$ cat src/pspc_pkg.sv
// pspc_pkg: shared types, widths and register codes of the precharge slope pwm control
// used by the channel interfaces and the top level; depends on nothing

package pspc_pkg;

    // history ring and filter shape
    localparam int HISTORY_DEPTH     = 16;
    localparam int HIST_AW           = $clog2(HISTORY_DEPTH);
    localparam int HISTORY_AVG_COUNT = 4;
    localparam int AVG_SHIFT         = $clog2(HISTORY_AVG_COUNT);
    localparam int UPDATE_INTERVAL   = 8;
    localparam int FILTER_DIVISOR    = 8;
    localparam int FILTER_SHIFT      = $clog2(FILTER_DIVISOR);
    localparam int PWM_FULL          = 4095;

    // field and datapath widths
    localparam int SAMPLE_W = 10;
    localparam int FRAC_W   = 16;
    localparam int AVG_W    = SAMPLE_W + FRAC_W;
    localparam int SUM_W    = AVG_W + AVG_SHIFT;
    localparam int TICK_W   = 4;
    localparam int TICK_IW  = $clog2(TICK_W);
    localparam int LIMIT_W  = 15;
    localparam int TICKUS_W = 14;
    localparam int BASE_W   = 20;
    localparam int ELAP_W   = 21;
    localparam int DUTY_W   = 12;
    localparam int SLOPE_W  = 18;
    localparam int SCALE_W  = 20;
    localparam int PROD_W   = SAMPLE_W + SCALE_W;
    localparam int QUO2_W   = FRAC_W + 1;
    localparam int CNT_MAX  = (PROD_W > HISTORY_DEPTH) ? PROD_W : HISTORY_DEPTH;
    localparam int CNT_W    = $clog2(CNT_MAX + 1);

    // arithmetic constants
    localparam int SLOPE_SCALE = 1000000;
    localparam int SLOPE_CLAMP = 32767;

    // register reset values
    localparam int SLOPE_LIMIT_RST = 1165;
    localparam int TICK_US_RST     = 100;
    localparam int HIST_BASE_RST   = 11200;

    // apb port
    localparam int APB_DW = 32;
    localparam int APB_AW = 4;

    typedef logic [SAMPLE_W-1:0]       t_sample;
    typedef logic [DUTY_W-1:0]         t_duty;
    typedef logic signed [SLOPE_W-1:0] t_slope;
    typedef logic [AVG_W-1:0]          t_avg;

    localparam t_slope SLOPE_FLOOR = {1'b1, {(SLOPE_W-1){1'b0}}};

    // register indexes (word address)
    typedef enum logic [APB_AW-3:0] {
        REG_SLOPE_LIMIT = 2'd0,
        REG_TICK_US     = 2'd1,
        REG_HIST_BASE   = 2'd2
    } t_reg_idx;

endpackage

$ cat src/pspc_if.sv
// pspc_in_if / pspc_out_if: valid-ready channels for sample beats and result beats
// depends on pspc_pkg for the payload types

interface pspc_in_if;
    import pspc_pkg::*;

    logic    valid;
    logic    ready;
    t_sample vout_sample;
    logic    enable;

    modport source (output valid, output vout_sample, output enable, input ready);
    modport sink   (input valid, input vout_sample, input enable, output ready);
endinterface

interface pspc_out_if;
    import pspc_pkg::*;

    logic    valid;
    logic    ready;
    t_duty   pwm_duty;
    t_slope  slope;
    t_sample vout_filtered;

    modport source (output valid, output pwm_duty, output slope, output vout_filtered,
                    input ready);
    modport sink   (input valid, input pwm_duty, input slope, input vout_filtered,
                    output ready);
endinterface

$ cat src/pspc_ram.sv
// pspc_ram: generic single-write, single-read ram with registered read data
// standalone, no package dependency

module pspc_ram #(
    parameter int WIDTH = 8,
    parameter int DEPTH = 16
) (
    input  logic                     i_clk,
    input  logic                     i_we,
    input  logic [$clog2(DEPTH)-1:0] i_waddr,
    input  logic [WIDTH-1:0]         i_wdata,
    input  logic [$clog2(DEPTH)-1:0] i_raddr,
    output logic [WIDTH-1:0]         o_rdata
);

    logic [WIDTH-1:0] r_mem [DEPTH];
    logic [WIDTH-1:0] r_rdata;

    // write port
    always_ff @(posedge i_clk) begin
        if (i_we) begin
            r_mem[i_waddr] <= i_wdata;
        end
    end

    // registered read port
    always_ff @(posedge i_clk) begin
        r_rdata <= r_mem[i_raddr];
    end

    assign o_rdata = r_rdata;

endmodule

$ cat src/precharge_slope_pwm_control.sv
// precharge_slope_pwm_control: per-tick precharge duty from the output voltage slope
// depends on pspc_pkg, pspc_in_if / pspc_out_if and pspc_ram
//
//  channel   dir  handshake         payload
//  i_in      in   valid/ready       vout_sample[9:0], enable
//  o_out     out  valid/ready       pwm_duty[11:0], slope[17:0] signed, vout_filtered[9:0]
//  apb       in   psel/penable      paddr[3:0], pwdata[31:0], prdata[31:0], pready=1
//
//  one tick at a time: a taken sample beat runs history read, elapsed time, bit-serial
//  multiply, 30-step restoring divide, evaluate and finish; a second division and a duty
//  step come before finish for a non-negative slope within limit, enable high; the first
//  tick after reset first seeds all 16 history ram entries, one entry a cycle; a finished
//  result waits in the output register while the next sample beat is taken
//  reset is synchronous, active low; config registers return to their reset values

module precharge_slope_pwm_control (
    input  logic                          i_clk,
    input  logic                          i_rst_n,
    pspc_in_if.sink                       i_in,
    pspc_out_if.source                    o_out,
    input  logic                          psel,
    input  logic                          penable,
    input  logic                          pwrite,
    input  logic [pspc_pkg::APB_AW-1:0]   paddr,
    input  logic [pspc_pkg::APB_DW-1:0]   pwdata,
    output logic [pspc_pkg::APB_DW-1:0]   prdata,
    output logic                          pready
);

    import pspc_pkg::*;

    typedef enum logic [9:0] {
        S_IDLE = 10'b00_0000_0001,
        S_SEED = 10'b00_0000_0010,
        S_READ = 10'b00_0000_0100,
        S_ELAP = 10'b00_0000_1000,
        S_MUL  = 10'b00_0001_0000,
        S_DIV1 = 10'b00_0010_0000,
        S_EVAL = 10'b00_0100_0000,
        S_DIV2 = 10'b00_1000_0000,
        S_DUTY = 10'b01_0000_0000,
        S_FIN  = 10'b10_0000_0000
    } t_state;

    // control state
    t_state              r_state, n_state;
    logic [CNT_W-1:0]    r_cnt, n_cnt;
    logic                r_first, n_first;
    t_avg                r_avg, n_avg;
    logic [HIST_AW-1:0]  r_wr_idx, n_wr_idx;
    logic [TICK_W-1:0]   r_tick, n_tick;
    logic                r_ovld, n_ovld;

    // config registers
    logic [LIMIT_W-1:0]  r_slope_limit;
    logic [TICKUS_W-1:0] r_tick_us;
    logic [BASE_W-1:0]   r_hist_base;

    // datapath
    t_sample             r_sample, n_sample;
    logic                r_enable, n_enable;
    logic [SUM_W-1:0]    r_sum, n_sum;
    logic                r_neg, n_neg;
    logic [SAMPLE_W-1:0] r_mag, n_mag;
    logic [ELAP_W-1:0]   r_div, n_div;
    logic [ELAP_W-1:0]   r_rem, n_rem;
    logic [PROD_W-1:0]   r_dvd, n_dvd;
    t_slope              r_slope, n_slope;
    t_duty               r_duty, n_duty;
    t_duty               r_o_duty, n_o_duty;
    t_slope              r_o_slope, n_o_slope;
    t_sample             r_o_filt, n_o_filt;

    // ram port
    logic                ram_we;
    logic [HIST_AW-1:0]  ram_waddr;
    t_avg                ram_wdata;
    logic [HIST_AW-1:0]  ram_raddr;
    t_avg                ram_rdata;

    // helpers
    logic                in_fire;
    logic                cfg_wr;
    logic [LIMIT_W-1:0]  limit_eff;
    t_avg                seeded;
    t_avg                avg_base;
    logic [SAMPLE_W:0]   delta;
    logic                tick_bit;
    logic [ELAP_W-1:0]   elap_step;
    logic [ELAP_W-1:0]   elap_sum;
    logic [ELAP_W:0]     rem_sh;
    logic                div_ge;
    logic                floor_hit;
    logic [LIMIT_W-1:0]  pos;
    logic [QUO2_W-1:0]   frac;
    logic [QUO2_W+DUTY_W-1:0] duty_prod;

    pspc_ram #(
        .WIDTH (AVG_W),
        .DEPTH (HISTORY_DEPTH)
    ) u_ring (
        .i_clk   (i_clk),
        .i_we    (ram_we),
        .i_waddr (ram_waddr),
        .i_wdata (ram_wdata),
        .i_raddr (ram_raddr),
        .o_rdata (ram_rdata)
    );

    // handshakes
    assign i_in.ready = (r_state == S_IDLE);
    assign in_fire    = i_in.valid && (r_state == S_IDLE);
    assign cfg_wr     = psel && penable && pwrite;
    assign pready     = 1'b1;

    assign o_out.valid         = r_ovld;
    assign o_out.pwm_duty      = r_o_duty;
    assign o_out.slope         = r_o_slope;
    assign o_out.vout_filtered = r_o_filt;

    // apb read mux
    always_comb begin
        case (t_reg_idx'(paddr[APB_AW-1:2]))
            REG_SLOPE_LIMIT: prdata = APB_DW'(r_slope_limit);
            REG_TICK_US:     prdata = APB_DW'(r_tick_us);
            REG_HIST_BASE:   prdata = APB_DW'(r_hist_base);
            default:         prdata = '0;
        endcase
    end

    // shared arithmetic
    assign limit_eff = (r_slope_limit == '0) ? LIMIT_W'(1) : r_slope_limit;
    assign seeded    = t_avg'(i_in.vout_sample) << FRAC_W;
    assign avg_base  = r_first ? seeded : r_avg;
    assign delta     = {1'b0, r_sample} - {1'b0, r_sum[SUM_W-1 -: SAMPLE_W]};
    assign tick_bit  = r_tick[TICK_IW'(TICK_W-1) - r_cnt[TICK_IW-1:0]];
    assign elap_step = {r_div[ELAP_W-2:0], 1'b0} + (tick_bit ? ELAP_W'(r_tick_us) : '0);
    assign elap_sum  = elap_step + ELAP_W'(r_hist_base);
    assign rem_sh    = {r_rem, r_dvd[PROD_W-1]};
    assign div_ge    = rem_sh >= {1'b0, r_div};
    assign floor_hit = |r_dvd[PROD_W-1:SLOPE_W-1];
    assign pos       = (|r_dvd[PROD_W-1:LIMIT_W]) ? LIMIT_W'(SLOPE_CLAMP)
                                                   : r_dvd[LIMIT_W-1:0];
    assign frac      = QUO2_W'(1 << FRAC_W) - r_dvd[QUO2_W-1:0];
    assign duty_prod = (QUO2_W+DUTY_W)'(frac) * (QUO2_W+DUTY_W)'(PWM_FULL);

    // sequencer
    always_comb begin
        n_state   = r_state;
        n_cnt     = r_cnt;
        n_first   = r_first;
        n_avg     = r_avg;
        n_wr_idx  = r_wr_idx;
        n_tick    = r_tick;
        n_ovld    = r_ovld;
        n_sample  = r_sample;
        n_enable  = r_enable;
        n_sum     = r_sum;
        n_neg     = r_neg;
        n_mag     = r_mag;
        n_div     = r_div;
        n_rem     = r_rem;
        n_dvd     = r_dvd;
        n_slope   = r_slope;
        n_duty    = r_duty;
        n_o_duty  = r_o_duty;
        n_o_slope = r_o_slope;
        n_o_filt  = r_o_filt;
        ram_we    = 1'b0;
        ram_waddr = r_wr_idx;
        ram_wdata = r_avg;
        ram_raddr = r_wr_idx + r_cnt[HIST_AW-1:0];

        if (r_ovld && o_out.ready) begin
            n_ovld = 1'b0;
        end

        case (r_state)
            // take a sample beat and update the average
            S_IDLE: begin
                if (i_in.valid) begin
                    n_sample = i_in.vout_sample;
                    n_enable = i_in.enable;
                    n_tick   = r_tick + TICK_W'(1);
                    n_avg    = avg_base - (avg_base >> FILTER_SHIFT)
                             + (seeded >> FILTER_SHIFT);
                    n_first  = 1'b0;
                    n_cnt    = '0;
                    n_sum    = '0;
                    n_state  = r_first ? S_SEED : S_READ;
                end
            end
            // first tick: fill every ring entry with the sample
            S_SEED: begin
                ram_we    = 1'b1;
                ram_waddr = r_cnt[HIST_AW-1:0];
                ram_wdata = t_avg'(r_sample) << FRAC_W;
                n_cnt     = r_cnt + CNT_W'(1);
                if (r_cnt == CNT_W'(HISTORY_DEPTH - 1)) begin
                    n_cnt   = '0;
                    n_state = S_READ;
                end
            end
            // sum the oldest entries, read data is registered so it arrives in the cycle after its address
            S_READ: begin
                if (r_cnt != '0) begin
                    n_sum = r_sum + SUM_W'(ram_rdata);
                end
                n_cnt = r_cnt + CNT_W'(1);
                if (r_cnt == CNT_W'(HISTORY_AVG_COUNT)) begin
                    n_cnt   = '0;
                    n_div   = '0;
                    n_state = S_ELAP;
                end
            end
            // elapsed time, tick count taken msb first
            S_ELAP: begin
                n_neg = delta[SAMPLE_W];
                n_mag = delta[SAMPLE_W] ? SAMPLE_W'(-delta) : delta[SAMPLE_W-1:0];
                n_div = elap_step;
                n_cnt = r_cnt + CNT_W'(1);
                if (r_cnt == CNT_W'(TICK_W - 1)) begin
                    n_div   = (elap_sum == '0) ? ELAP_W'(1) : elap_sum;
                    n_cnt   = '0;
                    n_dvd   = '0;
                    n_state = S_MUL;
                end
            end
            // magnitude times the scale, one bit a cycle
            S_MUL: begin
                n_mag = {r_mag[SAMPLE_W-2:0], 1'b0};
                n_dvd = {r_dvd[PROD_W-2:0], 1'b0}
                      + (r_mag[SAMPLE_W-1] ? PROD_W'(SLOPE_SCALE) : '0);
                n_cnt = r_cnt + CNT_W'(1);
                if (r_cnt == CNT_W'(SAMPLE_W - 1)) begin
                    n_cnt   = '0;
                    n_rem   = '0;
                    n_state = S_DIV1;
                end
            end
            // restoring division steps, shared by both divides
            S_DIV1, S_DIV2: begin
                n_rem = div_ge ? ELAP_W'(rem_sh - {1'b0, r_div}) : rem_sh[ELAP_W-1:0];
                n_dvd = {r_dvd[PROD_W-2:0], div_ge};
                n_cnt = r_cnt + CNT_W'(1);
                if (r_state == S_DIV1 && r_cnt == CNT_W'(PROD_W - 1)) begin
                    n_cnt   = '0;
                    n_state = S_EVAL;
                end
                if (r_state == S_DIV2 && r_cnt == CNT_W'(QUO2_W - 1)) begin
                    n_cnt   = '0;
                    n_state = S_DUTY;
                end
            end
            // sign, clamps and the duty shortcuts
            S_EVAL: begin
                if (r_neg) begin
                    n_slope = floor_hit ? SLOPE_FLOOR : (SLOPE_W'(0) - r_dvd[SLOPE_W-1:0]);
                    n_duty  = r_enable ? DUTY_W'(PWM_FULL) : '0;
                    n_state = S_FIN;
                end else begin
                    n_slope = SLOPE_W'(pos);
                    if (!r_enable || pos > limit_eff) begin
                        n_duty  = '0;
                        n_state = S_FIN;
                    end else begin
                        n_rem   = ELAP_W'(pos >> 1);
                        n_dvd   = {pos[0], {(PROD_W-1){1'b0}}};
                        n_div   = ELAP_W'(limit_eff);
                        n_state = S_DIV2;
                    end
                end
            end
            // duty from the remaining fraction
            S_DUTY: begin
                n_duty  = duty_prod[FRAC_W +: DUTY_W];
                n_state = S_FIN;
            end
            // result beat, and the history write once the update interval is reached
            S_FIN: begin
                if (!r_ovld || o_out.ready) begin
                    n_ovld    = 1'b1;
                    n_o_duty  = r_duty;
                    n_o_slope = r_slope;
                    n_o_filt  = r_avg[AVG_W-1 -: SAMPLE_W];
                    if (r_tick >= TICK_W'(UPDATE_INTERVAL)) begin
                        ram_we   = 1'b1;
                        n_tick   = '0;
                        n_wr_idx = r_wr_idx + HIST_AW'(1);
                    end
                    n_state = S_IDLE;
                end
            end
            default: begin
                n_state = S_IDLE;
            end
        endcase
    end

    // control registers
    always_ff @(posedge i_clk) begin
        if (!i_rst_n) begin
            r_state       <= S_IDLE;
            r_cnt         <= '0;
            r_first       <= 1'b1;
            r_avg         <= '0;
            r_wr_idx      <= '0;
            r_tick        <= '0;
            r_ovld        <= 1'b0;
            r_slope_limit <= LIMIT_W'(SLOPE_LIMIT_RST);
            r_tick_us     <= TICKUS_W'(TICK_US_RST);
            r_hist_base   <= BASE_W'(HIST_BASE_RST);
        end else begin
            r_state  <= n_state;
            r_cnt    <= n_cnt;
            r_first  <= n_first;
            r_avg    <= n_avg;
            r_wr_idx <= n_wr_idx;
            r_tick   <= n_tick;
            r_ovld   <= n_ovld;
            if (cfg_wr) begin
                case (t_reg_idx'(paddr[APB_AW-1:2]))
                    REG_SLOPE_LIMIT: r_slope_limit <= pwdata[LIMIT_W-1:0];
                    REG_TICK_US:     r_tick_us     <= pwdata[TICKUS_W-1:0];
                    REG_HIST_BASE:   r_hist_base   <= pwdata[BASE_W-1:0];
                    default: begin
                    end
                endcase
            end
        end
    end

    // payload registers
    always_ff @(posedge i_clk) begin
        r_sample  <= n_sample;
        r_enable  <= n_enable;
        r_sum     <= n_sum;
        r_neg     <= n_neg;
        r_mag     <= n_mag;
        r_div     <= n_div;
        r_rem     <= n_rem;
        r_dvd     <= n_dvd;
        r_slope   <= n_slope;
        r_duty    <= n_duty;
        r_o_duty  <= n_o_duty;
        r_o_slope <= n_o_slope;
        r_o_filt  <= n_o_filt;
    end

    // a taken sample beat always starts work and clears the first-tick flag
    a_accept_starts: assert property (@(posedge i_clk) disable iff (!i_rst_n)
        in_fire |=> (r_state != S_IDLE) && !r_first)
        else $error("sample beat did not start a tick");

    // tick counter never runs past the update interval
    a_tick_range: assert property (@(posedge i_clk) disable iff (!i_rst_n)
        r_tick <= TICK_W'(UPDATE_INTERVAL))
        else $error("tick counter out of range");

    // nonzero duty with a positive slope needs the slope within the limit
    a_duty_limit: assert property (@(posedge i_clk) disable iff (!i_rst_n)
        (r_ovld && r_o_duty != '0 && !r_o_slope[SLOPE_W-1])
            |-> (r_o_slope[LIMIT_W-1:0] <= limit_eff))
        else $error("duty driven above slope limit");

endmodule
$ cat src/flat_wrapper.sv
// flat-port wrapper written by rule: the top's interface ports become plain ports
module precharge_slope_pwm_control_flat import pspc_pkg::*;
  (i_clk, i_rst_n, psel, penable, pwrite, paddr, pwdata, prdata, pready, i_in_valid, i_in_vout_sample, i_in_enable, i_in_ready, o_out_valid, o_out_pwm_duty, o_out_slope, o_out_vout_filtered, o_out_ready);
  pspc_in_if i_in_i ();
  pspc_out_if o_out_i ();
  input  logic i_clk;
  input  logic i_rst_n;
  input  logic psel;
  input  logic penable;
  input  logic pwrite;
  input  logic [pspc_pkg::APB_AW-1:0] paddr;
  input  logic [pspc_pkg::APB_DW-1:0] pwdata;
  output logic [pspc_pkg::APB_DW-1:0] prdata;
  output logic pready;
  input wire logic [$bits(i_in_i.valid)-1:0] i_in_valid;
  input wire logic [$bits(i_in_i.vout_sample)-1:0] i_in_vout_sample;
  input wire logic [$bits(i_in_i.enable)-1:0] i_in_enable;
  output wire logic [$bits(i_in_i.ready)-1:0] i_in_ready;
  output wire logic [$bits(o_out_i.valid)-1:0] o_out_valid;
  output wire logic [$bits(o_out_i.pwm_duty)-1:0] o_out_pwm_duty;
  output wire logic [$bits(o_out_i.slope)-1:0] o_out_slope;
  output wire logic [$bits(o_out_i.vout_filtered)-1:0] o_out_vout_filtered;
  input wire logic [$bits(o_out_i.ready)-1:0] o_out_ready;
  assign i_in_i.valid = i_in_valid;
  assign i_in_i.vout_sample = i_in_vout_sample;
  assign i_in_i.enable = i_in_enable;
  assign i_in_ready = i_in_i.ready;
  assign o_out_valid = o_out_i.valid;
  assign o_out_pwm_duty = o_out_i.pwm_duty;
  assign o_out_slope = o_out_i.slope;
  assign o_out_vout_filtered = o_out_i.vout_filtered;
  assign o_out_i.ready = o_out_ready;
  precharge_slope_pwm_control u_core (.i_clk(i_clk), .i_rst_n(i_rst_n), .i_in(i_in_i), .o_out(o_out_i), .psel(psel), .penable(penable), .pwrite(pwrite), .paddr(paddr), .pwdata(pwdata), .prdata(prdata), .pready(pready));
endmodule
$ cat config.mk
export PLATFORM = sky130hd
export DESIGN_NAME = precharge_slope_pwm_control_flat
export DESIGN_NICKNAME = d
export VERILOG_FILES = /design/src/pspc_pkg.sv /design/src/pspc_if.sv /design/src/pspc_ram.sv /design/src/precharge_slope_pwm_control.sv /design/src/flat_wrapper.sv
export SDC_FILE = /design/constraint.sdc
export NUM_CORES = 2
export LEC_CHECK = 0
export ABC_AREA = 1
export BUFFER_PORTS_ARGS = -buffer_cell sky130_fd_sc_hd__clkbuf_2
export CAP_MARGIN = 10
export CORE_MARGIN = 8
export CORE_UTILIZATION = 55
export CTS_CLUSTER_DIAMETER = 120
export CTS_CLUSTER_SIZE = 10
export DETAILED_ROUTE_END_ITERATION = 16
export PLACE_DENSITY = 0.82
export SLEW_MARGIN = 20
export SYNTH_ARGS = -nofsm -noshare
export SYNTH_HDL_FRONTEND = slang
export SYNTH_SLANG_ARGS = --single-unit
$ cat constraint.sdc
create_clock -name i_clk -period 6.3 [get_ports i_clk]
set_clock_uncertainty 0.15 [all_clocks]
set_input_delay 0.63 -clock i_clk [delete_from_list [all_inputs] [get_ports i_clk]]
set_output_delay 0.63 -clock i_clk [all_outputs]
set_load 0.1 [all_outputs]
==> summary.txt <==
Synth
  • Number of synthesized flops with an enable pin: 608
  • Top cells by area, synth: edfxtp_1 (43%), ha_1 (6.4%), nand2_1 (6.3%)
  • Netlist Area Pre-Place: roughly 42,000 µm²
  • Largest area contributor in the netlist: edfxtp_1
  • Post-synth top cells: nand2_1 (715), inv_1 (695), edfxtp_1 (608), a21oi_1 (378), o21ai_0 (370)
  • Top cell type's share of synthesized area: 43.1%
  • Synth cell types: 67
  • Yosys warnings: 0
  • Seq/Total Area, Yosys: 49.1%
  • Primary FF master, synth: edfxtp_1
  • Most frequent cell after synthesis: nand2_1
  • Async set-or-reset flop fraction in the synthesized netlist: 0%
  • Syn Inst Count: about 4,500
  • Syn Area/Cell: 9.49 µm²
  • Synth Register Bits: 734

Floorplanning
  • Boundary pin count: between 100 and 150
  • # rows: 101
  • Core ar.: roughly 76,000 µm²
  • Initial Util: 55.7%
  • Die Y-Extent: 293 µm
  • Die ar.: 86,100 µm²
  • Die width: about 290 µm

Timing
  • Measured slew at the worst slew-check pin: 1.14 ns
  • Final period util: 103%
  • Hold WS: about 0.029 ns
  • Fin crit period: 6.50 ns
  • # setup viols final: 9
  • F_max: roughly 150 MHz
  • Setup ws final: -0.199 ns
  • Final-report hold violation count: 0
  • Slew margin rel.: 23.7%
  • Fin. max-slew vios: 0
  • RSZ-0062 raised after global routing: true

Clock tree
  • H-tree depth: 3
  • Inserted Clock Buffers: 83
  • Worst-skew pair later-pin latency: 0.67 ns
  • Clock Tree Buf Depth: 3
  • CTS tree: done
  • Clk sinks: 734
  • Clk slew on worst S/H paths: 0.06 ns
  • CTS root buffer: clkbuf_16

Setup path
  • Max incr delay on CP: 0.59 ns
  • Setup crit end kind: register
  • CP Data Required Time: between 6 and 7 ns
  • Critical-path maximum fanout: 3
  • Reg-to-reg setup timing slack: -0.20 ns
  • CP dominant cell by count: inv_2
  • CP Launch Type: register
  • CP arrival: 6.70 ns
  • Critical path class: reg2reg
  • Crit path max-delay cell type: fa_2

Route
  • Post-route DRC: 0
  • Remaining antenna violation count: 0
  • Vias: 33,500
  • Router iterations before antenna repair: 8
  • Vias per inst: between 5 and 6
  • Post-Route WL: 114,000 µm
  • WL per Instance: 19.9 µm
  • Initial DRC count: about 3,800

Placement
  • DP Worst Slack: -0.231 ns
  • Port Buffers: 101
  • HPWL after detailed placement: between 70,000 and 80,000 µm
  • GPL Wtd Cong: around 0.96

GRT
  • GR Util All Layers: around a quarter
  • Largest net degree at the start of global routing: 194
  • Grt ovf: 0
  • Vias in the first global route: 32,300
  • Initial antenna violation count: 1
  • First-pass GRT wire length: about 170,000 µm

Run status
  • Failing checks: negative setup slack
  • Status: finished, violations left

Cells and area
  • Layout cells sized above 1: 11.2%
  • Fillers: 5,841
  • Layout area overhead: 13.1%
  • Post-layout nets: 5,032

Job
  • Max-cap violations: 0

Hold path
  • Min-delay worst type: in2reg
## routing by layer
metal / vias to the layer above / track usage [%] / share of wire [%]
met5: - / 0 / 0
met4: 0 / 9.45 / 3.4
met3: 275 / 4.17 / 9.7
met2: 1836 / 41.5 / 47
met1: 15800 / 33.9 / 40
li1: 15500 / - / -
## critical path: cells and delay by family, from the launching register on
family | cells | cell delay [ns]
DFF | 1 | 0.45
xor gates and xnor gates | 1 | 0.22
adders and majority gates | 7 | 3.03
AOI/OAI and AO/OA | 4 | 0.67
buffers and inverters | 7 | 0.44
and+or+nand+nor | 11 | 1.22
## timing repair
action | CTS | global route
pin swaps | 7 | 59
setup buffers | 7 | 13
resized for setup | 19 | 112
endpoints found under the setup margin | 9 | 12
hold buffers | 4 | 0
endpoints found under the hold margin | 4 | 0
## per-stage QoR
step | utilization, % | setup TNS (ns) | instances | area (µm²)
5_1_grt | 62.9 | -3.57 | 5732 | 47900
6_report | 62.9 | -0.822 | 5733 | 47900
3_3_place_gp | 58.6 | -0.136 | 5557 | 44600
4_1_cts | 62.2 | -0.0372 | 5717 | 47300
3_5_place_dp | 58.8 | -0.952 | 5562 | 44700
2_1_floorplan | - | 0 | 4473 | 42400
## cell type report
class                           instances  area, µm²  area share (%)
Antenna cell                            1       2.50         0.00523
Clock buffer                          136       2280            4.75
Clock inverter                          8        188           0.392
Inverter                              708       2660            5.55
Multi-Input combinational cell       2882      19000            39.7
Sequential cell                       734      20800            43.4
Tap cell                             1030       1290            2.69
Timing Repair Buffer                  234       1670            3.50
## kinds of logic after synthesis
group | after synthesis | share of synthesized area, %
AO/OA/AOI/OAI | 1007 | 13.3
XOR/XNOR | 76 | 1.57
adder cells (fa/ha/maj) | 335 | 12.0
buffers and inverters | 857 | 7.83
flip-flops | 734 | 49.1
multiplexers | 104 | 2.46
other | 2 | 0.0177
AND/OR/NAND/NOR | 1347 | 13.7
## final timing paths
| kind | from | endpoint | cells after the start |
|---|---|---|---|
| min | i_in_vout_sample[8] | u_core.r_sample[8] | 1 |
| max | u_core.r_dvd[1] | u_core.r_duty[10] | 30 |
| min reg2reg | u_core.r_duty[6] | u_core.o_out.pwm_duty[6] | 0 |
| max reg2reg | u_core.r_dvd[1] | u_core.r_duty[10] | 30 |
## placed cells by master (no fill, tap or decap), types with 14 or more instances in the layout
cell type / count
nor2_2: 15
nor3_1: 27
nand3_1: 144
ha_1: 201
xnor2_1: 23
nand2_2: 24
o21bai_1: 14
xor2_1: 48
edfxtp_1: 608
nand4_1: 45
nand3_2: 15
o211ai_1: 72
nor2_4: 24
clkbuf_1: 53
inv_1: 673
clkbuf_2: 101
a21oi_1: 367
o22ai_1: 24
or2_2: 14
nand3b_1: 15
clkbuf_16: 83
mux2i_1: 104
nand2_1: 697
a31oi_1: 39
o21ai_0: 355
inv_2: 35
buf_4: 117
nor2_1: 283
o21ai_1: 29
dfxtp_1: 126
fa_1: 113
a21o_1: 22
o221ai_1: 15
## registers in the layout, summed over array words and instances (netlist names), 12 cells and up
register,flops
u_core.o_out.pwm_duty,12
u_core.r_rem,21
u_core.r_dvd,30
u_core.r_tick_us,14
u_core.r_slope,18
u_core.r_avg,26
u_core.r_div,21
u_core.o_out.slope,18
u_core.r_slope_limit,15
u_core.r_duty,12
u_core.r_sum,28
u_core.u_ring.r_mem,416
u_core.u_ring.o_rdata,26
u_core.r_hist_base,20
Power is left out: the tool's default activity adds up to more than one toggle a clock period on the data nets, which glitch-free logic cannot reach.
